File: config.mk
export PLATFORM = sky130hd
export DESIGN_NAME = idq_ctrl
export DESIGN_NICKNAME = d
export VERILOG_FILES = /design/src/design/idq_pkg.sv /design/src/design/idq_ctrl.sv
export SDC_FILE = /design/constraint.sdc
export NUM_CORES = 1
export LEC_CHECK = 0
export ABC_AREA = 1
export BUFFER_PORTS_ARGS = -buffer_cell sky130_fd_sc_hd__buf_2
export CORE_AREA = 2 2 39 41
export CTS_BUF_LIST = sky130_fd_sc_hd__clkbuf_4
export CTS_CLUSTER_SIZE = 16
export DETAILED_ROUTE_END_ITERATION = 10
export DIE_AREA = 0 0 41 43
export PLACE_DENSITY = 0.33
export SLEW_MARGIN = 40
export SYNTH_ARGS = -nofsm -noshare
export SYNTH_HDL_FRONTEND = slang
export SYNTH_SLANG_ARGS = --single-unit
File: constraint.sdc
create_clock -name clk -period 1.3 [get_ports clk]
set_input_delay 0.065 -clock clk [delete_from_list [all_inputs] [get_ports clk]]
set_output_delay 0.065 -clock clk [all_outputs]
set_load 0.1 [all_outputs]
File: src/design/idq_pkg.sv
// ----------------------------------------------------------------------------
// idq_pkg
// Shared constants, codes, a helper function and controller/datapath bundles
// for the indexed deque unit.
// ----------------------------------------------------------------------------
package idq_pkg;

  localparam int DEPTH = 256;
  localparam int AW    = $clog2(DEPTH);
  localparam int CW    = $clog2(DEPTH + 1);
  localparam int PosW  = 10;
  localparam int IW    = (CW > PosW) ? CW : PosW;
  localparam int DataW = 32;
  localparam int LenW  = 9;
  localparam int CmdW  = 3;
  localparam int StW   = 2;

  localparam logic [CmdW-1:0] CMD_PUSH_BACK  = 3'd0;
  localparam logic [CmdW-1:0] CMD_PUSH_FRONT = 3'd1;
  localparam logic [CmdW-1:0] CMD_POP_BACK   = 3'd2;
  localparam logic [CmdW-1:0] CMD_POP_FRONT  = 3'd3;
  localparam logic [CmdW-1:0] CMD_READ       = 3'd4;
  localparam logic [CmdW-1:0] CMD_REMOVE     = 3'd5;
  localparam logic [CmdW-1:0] CMD_CLEAR      = 3'd6;

  localparam logic [StW-1:0] ST_OK    = 2'd0;
  localparam logic [StW-1:0] ST_EMPTY = 2'd1;
  localparam logic [StW-1:0] ST_RANGE = 2'd2;
  localparam logic [StW-1:0] ST_FULL  = 2'd3;

  typedef struct packed {
    logic load;
    logic exec;
    logic rd_emit;
    logic shift_step;
    logic drain;
  } idq_ctrl_t;

  typedef struct packed {
    logic need_read;
    logic need_shift;
    logic shift_last;
  } idq_stat_t;

  // physical slot of a logical position; position stays below DEPTH
  function automatic logic [AW-1:0] slot_of(logic [AW-1:0] front, logic [IW-1:0] pos);
    logic [IW:0] s;
    s = (IW+1)'(front) + (IW+1)'(pos);
    if (s >= (IW+1)'(DEPTH)) begin
      s = s - (IW+1)'(DEPTH);
    end
    return s[AW-1:0];
  endfunction

endpackage

File: src/design/idq_ctrl.sv
// ----------------------------------------------------------------------------
// idq_ctrl
// Command sequencer: accept, execute, read wait, shift loop and drain.
// ----------------------------------------------------------------------------
module idq_ctrl
  import idq_pkg::*;
(
  input  logic      clk,
  input  logic      rst_n,
  input  logic      start,
  output logic      busy,
  input  idq_stat_t stat,
  output idq_ctrl_t ctrl
);

  localparam logic [2:0] S_IDLE   = 3'd0;
  localparam logic [2:0] S_EXEC   = 3'd1;
  localparam logic [2:0] S_RDWAIT = 3'd2;
  localparam logic [2:0] S_SHIFT  = 3'd3;
  localparam logic [2:0] S_DRAIN  = 3'd4;

  logic [2:0] state_r;
  logic [2:0] state_nxt;

  always_comb begin
    state_nxt = state_r;
    unique case (state_r)
      S_IDLE: begin
        if (start) begin
          state_nxt = S_EXEC;
        end
      end
      S_EXEC: begin
        priority if (stat.need_read) begin
          state_nxt = S_RDWAIT;
        end else if (stat.need_shift) begin
          state_nxt = S_SHIFT;
        end else begin
          state_nxt = S_IDLE;
        end
      end
      S_RDWAIT: state_nxt = S_IDLE;
      S_SHIFT: begin
        if (stat.shift_last) begin
          state_nxt = S_DRAIN;
        end
      end
      S_DRAIN: state_nxt = S_IDLE;
      default: state_nxt = S_IDLE;
    endcase
  end

  always_ff @(posedge clk) begin
    if (!rst_n) begin
      state_r <= S_IDLE;
    end else begin
      state_r <= state_nxt;
    end
  end

  assign busy            = (state_r != S_IDLE);
  assign ctrl.load       = (state_r == S_IDLE) && start;
  assign ctrl.exec       = (state_r == S_EXEC);
  assign ctrl.rd_emit    = (state_r == S_RDWAIT);
  assign ctrl.shift_step = (state_r == S_SHIFT);
  assign ctrl.drain      = (state_r == S_DRAIN);

endmodule

Yosys cells after proc, flatten, opt, wreduce, memory -nomap -nowiden
Cells that the tools add are included.
{"block": "totals", "ff_bits": 3, "input_bits": 6, "output_inout_bits": 6, "wordCells": 16}
{"block": "classes", "n_eq_ne": 6, "mux": 5, "n_reduce_logical": 4}
{"operator": "$pmux W3 S3", "count": 1}
{"operator": "$eq A3 B2 Y1 const B", "count": 2}
{"operator": "$mux W3", "count": 2}
{"operator": "$mux W2", "count": 2}
{"operator": "$ne A2 B2 Y1 const B", "count": 2}
{"operator": "$eq A3 B1 Y1 const B", "count": 1}
{"operator": "$eq A3 B3 Y1 const B", "count": 1}
{"operator": "$logic_not A3 Y1", "count": 1}
{"operator": "$reduce_bool A3 Y1", "count": 1}
{"operator": "$reduce_and A2 Y1", "count": 1}
{"operator": "$logic_and A1 B1 Y1", "count": 1}

Logic depth before layout (Yosys ltp)
Gate-level depths: netlist of the first run.
{"block": "logic_depth", "word_depth": 3, "depth_mapped": 8}

Worst setup path after synthesis of the first run
Ideal clock, no wire load.
{"block": "synth_timing", "path_kind": "register to output", "start": "reg state_r[2]", "end": "out ctrl[0] (netlist name)", "t_arrival_ps": 2537, "required_ps": 1235, "path_slack_ps": -1302, "path_stages_with_launch": 3, "path_buffers": 0, "path_cell_list": "dfxtp_1 > inv_1 > nor3_1"}
{"item": "start, declared", "line": "idq_ctrl.sv:22", "source": "logic [2:0] state_r;"}
{"item": "start signal, assigned", "line": "idq_ctrl.sv:57", "source": "state_r <= state_nxt;"}
{"item": "end, declared", "line": "idq_ctrl.sv:13", "source": "output idq_ctrl_t ctrl"}

==> impl_metrics.env, run 1 <==
export IMPL_io_pins=12
export IMPL_dp_cells=60
export IMPL_drc=0
export IMPL_final_core_util=0.333
export IMPL_start_util=0.150
export IMPL_die_area_um2=1760
export IMPL_crit_required_ps=1240
export IMPL_track_usage=0.0712
export IMPL_ys_types=14
export IMPL_netlist_area_um2=208
export IMPL_ant_nets=0
export IMPL_die_x_um=41
export IMPL_hpwlAfterDp_um=438
export IMPL_tritoncts="done"
export IMPL_regArea_um2=66.3
export IMPL_p_leak_uw=0.000213
export IMPL_fin_skew_ps=0.189
export IMPL_dr_first_iter_drc_count=1
export IMPL_finalSetupViolCount=0
export IMPL_h_tree_depth=1
export IMPL_syn_nets=39
export IMPL_drive_gt1_frac=0.688
export IMPL_fin_cells=64
export IMPL_final_cell_mix="inv_1, buf_12, buf_2"
export IMPL_top_regs="state_r: 3 flops"
export IMPL_final_hold_viol_count=0
export IMPL_antenna_found_initial=0
export IMPL_finalCritPeriodShare=0.958
export IMPL_cts_hold_buf=0
export IMPL_n_fill_cell=155
export IMPL_core_um2=1380
export IMPL_numCtsBuffers=3
export IMPL_yosysSeqAreaShare=0.289
export IMPL_power_uw=597
export IMPL_ys_ff_latch=3
export IMPL_placed_area_um2=430
export IMPL_syn_area_per_cell_um2=6.29
export IMPL_layout_commonest_cell="inv_1"
export IMPL_drv_cap=0
export IMPL_first_pass_iters=2
export IMPL_cp_arrival_ps=1180
export IMPL_status="finished clean"
export IMPL_holdCritPathClass="input port to register"
export IMPL_grt_first_pass_wirelength_um=807
export IMPL_yosys_warnings=0
export IMPL_cts_path_max_buffers=2
export IMPL_viasPerCell=3.80
export IMPL_grt_setup_unrepaired="no"
export IMPL_multi_input_area_um2=158
export IMPL_die_h_um=43
export IMPL_vdd_drop_max_v=0.000577
export IMPL_clock_fmax_mhz=803
export IMPL_largest_reg_flops=3
export IMPL_path_max_fanout=4
export IMPL_wl_per_cell_um=7.63
export IMPL_post_cts_setup_buffer_count=0
export IMPL_vias=243
export IMPL_clock_sinks=3
export IMPL_worst_setup_path_start_kind="register"
export IMPL_cts_resized=0
export IMPL_endpoint_kind="primary output"
export IMPL_drt_total_wl_um=488
export IMPL_rows=14
export IMPL_period_minus_slack_ps=1250
export IMPL_antenna_cells=0
export IMPL_grt_max_degree=6
export IMPL_cts_root_buffer="clkbuf_4"
export IMPL_nNetsFinal=55
export IMPL_place_congestion=0.726
export IMPL_regMostFlops="state_r"
export IMPL_slew_viol_final=0
export IMPL_grt_pass1_vias=226
export IMPL_area_growth_pct=122
export IMPL_post_route_cell_area_um2=460
export IMPL_holdWs_ps=75.8
export IMPL_netlist_instances=33
export IMPL_port_buffers=11
export IMPL_tightest_slew_ps=220
export IMPL_slew_headroom=0.852
export IMPL_worstSetupPathType="register to primary output"
export IMPL_clkTransAtPathRegs_ps=40
export IMPL_insertion_delay_ps=230
export IMPL_overflow=0
export IMPL_powerDensity_nw_per_um2=1300
cell usage after synthesis, drive strengths merged:
master / n / area, µm²
a21oi: 1 / 5.00
dfxtp: 3 / 60.1
inv: 10 / 37.5
nand2: 7 / 36.3
nand3: 2 / 15.0
nor2: 6 / 32.5
nor3: 2 / 10.0
nor4: 1 / 6.26
o21ai: 1 / 5.00
kinds of logic (layout without fill, tap and decap cells):
| family | after synthesis | after routing | synth area share |
|---|---|---|---|
| flip-flops | 3 | 3 | 0.289 |
| AO/OA/AOI/OAI | 2 | 2 | 0.0481 |
| buffers and inverters | 10 | 25 | 0.181 |
| AND/OR/NAND/NOR | 18 | 18 | 0.482 |
through the flow:
stage | setup TNS (ps) | setup slack [ps]
floorplan | -358 | -129
global placement | 0 | 259
detailed placement | 0 | 244
CTS | 0 | 35.4
global route | 0 | 5.72
finish | 0 | 54.2
area by class of cell:
class                   count  area share
repair buffers             11       0.315
well taps                  16      0.0435
clock buffers               4      0.0652
multi-input cells          20       0.342
inverters                  10      0.0897
flip-flops and latches      3       0.144
worst paths after layout:
kind | from | end | slack (ps) | cells past startpoint
worst max-delay path | state_r[1] | ctrl[4] | 50 | 4
worst min-delay path | rst_n | state_r[0] | 80 | 3
worst max register to register | state_r[0] | state_r[0] | 270 | 8
worst min register to register | state_r[2] | state_r[2] | 510 | 1
layer usage:
metal	routed length (µm)	track usage	vias to the layer above	part of all wire
li1	-	-	128	-
met1	198	0.0801	109	0.41
met2	266	0.0969	6	0.55
met3	23	0.0157	0	0.047
met4	0	0.0800	0	0
met5	0	0	-	0
power by group:
| group | leakage (µW) | internal [µW] | switching, µW | total, µW |
|---|---|---|---|---|
| Sequential | 0.0000261 | 102 | 19.0 | 121 |
| Clock | 0.0000184 | 136 | 45.4 | 181 |
| Combinational | 0.000168 | 102 | 193 | 296 |
| Total | 0.000213 | 340 | 257 | 597 |
worst max-delay path: stages (launching register included):
cell and delay [ps]:
dfxtp_2 350, nor2_2 200, nand2_4 100, nor2_4 130
buf_12 180
(Power assumes the default switching activity.)
==> run 2, diff against run 1 <==
==> constraint.sdc (replaced) <==
create_clock -name clk -period 1.3 [get_ports clk]
set_input_delay 0.13 -clock clk [delete_from_list [all_inputs] [get_ports clk]]
set_output_delay 0.13 -clock clk [all_outputs]
set_load 0.1 [all_outputs]
==> run 2 against run 1 <==
Effect of this change:
- clock skew increased by 2.1 ps
- global-route usage decreased by 0.10 points
- setup slack got worse by 2.1 ps
- non-clock buffer count unchanged
- largest cell class unchanged
==> impl_metrics.env, run 2 (synthesis results as in run 1) <==
export IMPL_placed_area_um2=430
export IMPL_fin_cells=64
export IMPL_clkTransAtPathRegs_ps=40
export IMPL_layout_commonest_cell="inv_1"
export IMPL_grt_first_pass_wirelength_um=800
export IMPL_final_hold_viol_count=0
export IMPL_post_route_cell_area_um2=468
export IMPL_die_h_um=43
export IMPL_die_area_um2=1760
export IMPL_finalCritPeriodShare=0.960
export IMPL_dr_first_iter_drc_count=5
export IMPL_grt_pass1_vias=228
export IMPL_antenna_found_initial=0
export IMPL_cts_hold_buf=0
export IMPL_nNetsFinal=55
export IMPL_tritoncts="done"
export IMPL_holdCritPathClass="input port to register"
export IMPL_cts_path_max_buffers=2
export IMPL_first_pass_iters=2
export IMPL_slew_viol_final=0
export IMPL_worstSetupPathType="register to primary output"
export IMPL_slew_headroom=0.854
export IMPL_wl_per_cell_um=7.47
export IMPL_numCtsBuffers=3
export IMPL_drc=0
export IMPL_h_tree_depth=1
export IMPL_final_cell_mix="inv_1, buf_12, buf_2"
export IMPL_powerDensity_nw_per_um2=1270
export IMPL_p_comb_frac=0.502
export IMPL_viasPerCell=3.66
export IMPL_status="finished clean"
export IMPL_grtUsageMet3=0.0524
export IMPL_p_seq_frac=0.198
export IMPL_start_util=0.150
export IMPL_period_minus_slack_ps=1250
export IMPL_endpoint_kind="primary output"
export IMPL_clock_sinks=3
export IMPL_core_um2=1380
export IMPL_port_buffers=11
export IMPL_drv_cap=0
export IMPL_ant_nets=0
export IMPL_netSwitchingPower_uw=254
export IMPL_clock_fmax_mhz=801
export IMPL_n_fill_cell=152
export IMPL_power_uw=594
export IMPL_grt_max_degree=6
export IMPL_grtUsageMet2=0.0969
export IMPL_grt_util_met1=0.0737
export IMPL_insertion_delay_ps=230
export IMPL_io_pins=12
export IMPL_vias=234
export IMPL_cp_arrival_ps=1120
export IMPL_place_congestion=0.608
export IMPL_finalSetupViolCount=0
export IMPL_grt_busiest_layer="met2"
export IMPL_largest_reg_flops=3
export IMPL_dp_cells=60
export IMPL_fin_skew_ps=2.27
export IMPL_p_leak_uw=0.000205
export IMPL_pwr_share_clk=0.299
export IMPL_overflow=0
export IMPL_track_usage=0.0702
export IMPL_intPower_uw=340
export IMPL_worst_setup_path_start_kind="register"
export IMPL_area_growth_pct=125
export IMPL_multi_input_area_um2=158
export IMPL_regArea_um2=71.3
export IMPL_drt_total_wl_um=478
export IMPL_sw_frac_of_total=0.428
export IMPL_rows=14
export IMPL_die_x_um=41
export IMPL_grt_setup_unrepaired="no"
export IMPL_regMostFlops="state_r"
export IMPL_drive_gt1_frac=0.688
export IMPL_cts_root_buffer="clkbuf_4"
export IMPL_tightest_slew_ps=217
export IMPL_vdd_drop_max_v=0.000431
export IMPL_top_regs="state_r: 3 flops"
export IMPL_antenna_cells=0
export IMPL_hpwlAfterDp_um=425
export IMPL_path_max_fanout=4
export IMPL_crit_required_ps=1170
run 2: cell counts in the layout (fill, tap and decap cells not counted):
No cell type changed its count.
run 2: stage by stage:
| step | hold slack, ps | setup TNS [ps] | utilization | setup WS (ps) |
|---|---|---|---|---|
| floorplan | 254 | -482 | - | -139 |
| global placement | 380 | 0 | 0.311 | 245 |
| detailed placement | 384 | 0 | 0.311 | 232 |
| CTS | 143 | 0 | 0.336 | 9.28 |
| global route | 140 | 0 | 0.338 | 0.987 |
| finish | 149 | 0 | 0.338 | 52.1 |
run 2: routing by layer:
metal | routed length (µm) | vias up
met5 | 0 | -
met3 | 44 | 0
met2 | 248 | 9
li1 | - | 129
met4 | 0 | 0
met1 | 186 | 96
run 2: final timing paths:
check / from / to / slack, ps / depth (start not counted)
min reg2reg: state_r[2] / state_r[2] / 500 / 1
max: state_r[1] / ctrl[4] / 50 / 4
max reg2reg: state_r[0] / state_r[0] / 230 / 8
min: rst_n / state_r[0] / 150 / 3
run 2: power by group through the flow:
stage	registers, µW	clock network, µW	logic [µW]
after floorplan	116	0	203
after global placement	117	0	298
after detailed placement	118	0	299
after CTS	119	188	302
after global routing	119	208	312
final	118	178	299
run 2: what timing repair did:
action	4_1_cts	5_1_grt
gates cloned	0	0
pin swaps	0	0
gates resized for setup	1	1
setup endpoints to repair	1	2
setup buffers	0	0
hold endpoints to repair	0	0
run 2: final cells by class:
cell class,instances,area share
clock buffer,4,0.0642
inverter,10,0.0936
multi-input combinational,20,0.337
sequential,3,0.152
tap,16,0.0428
timing repair buffer,11,0.310
run 2: worst max-delay path, cell delays in order (launching register included):
cell and delay (ps):
dfxtp_4 360, nor2_4 140, nand2_4 90, nor2_4 130, buf_12 180
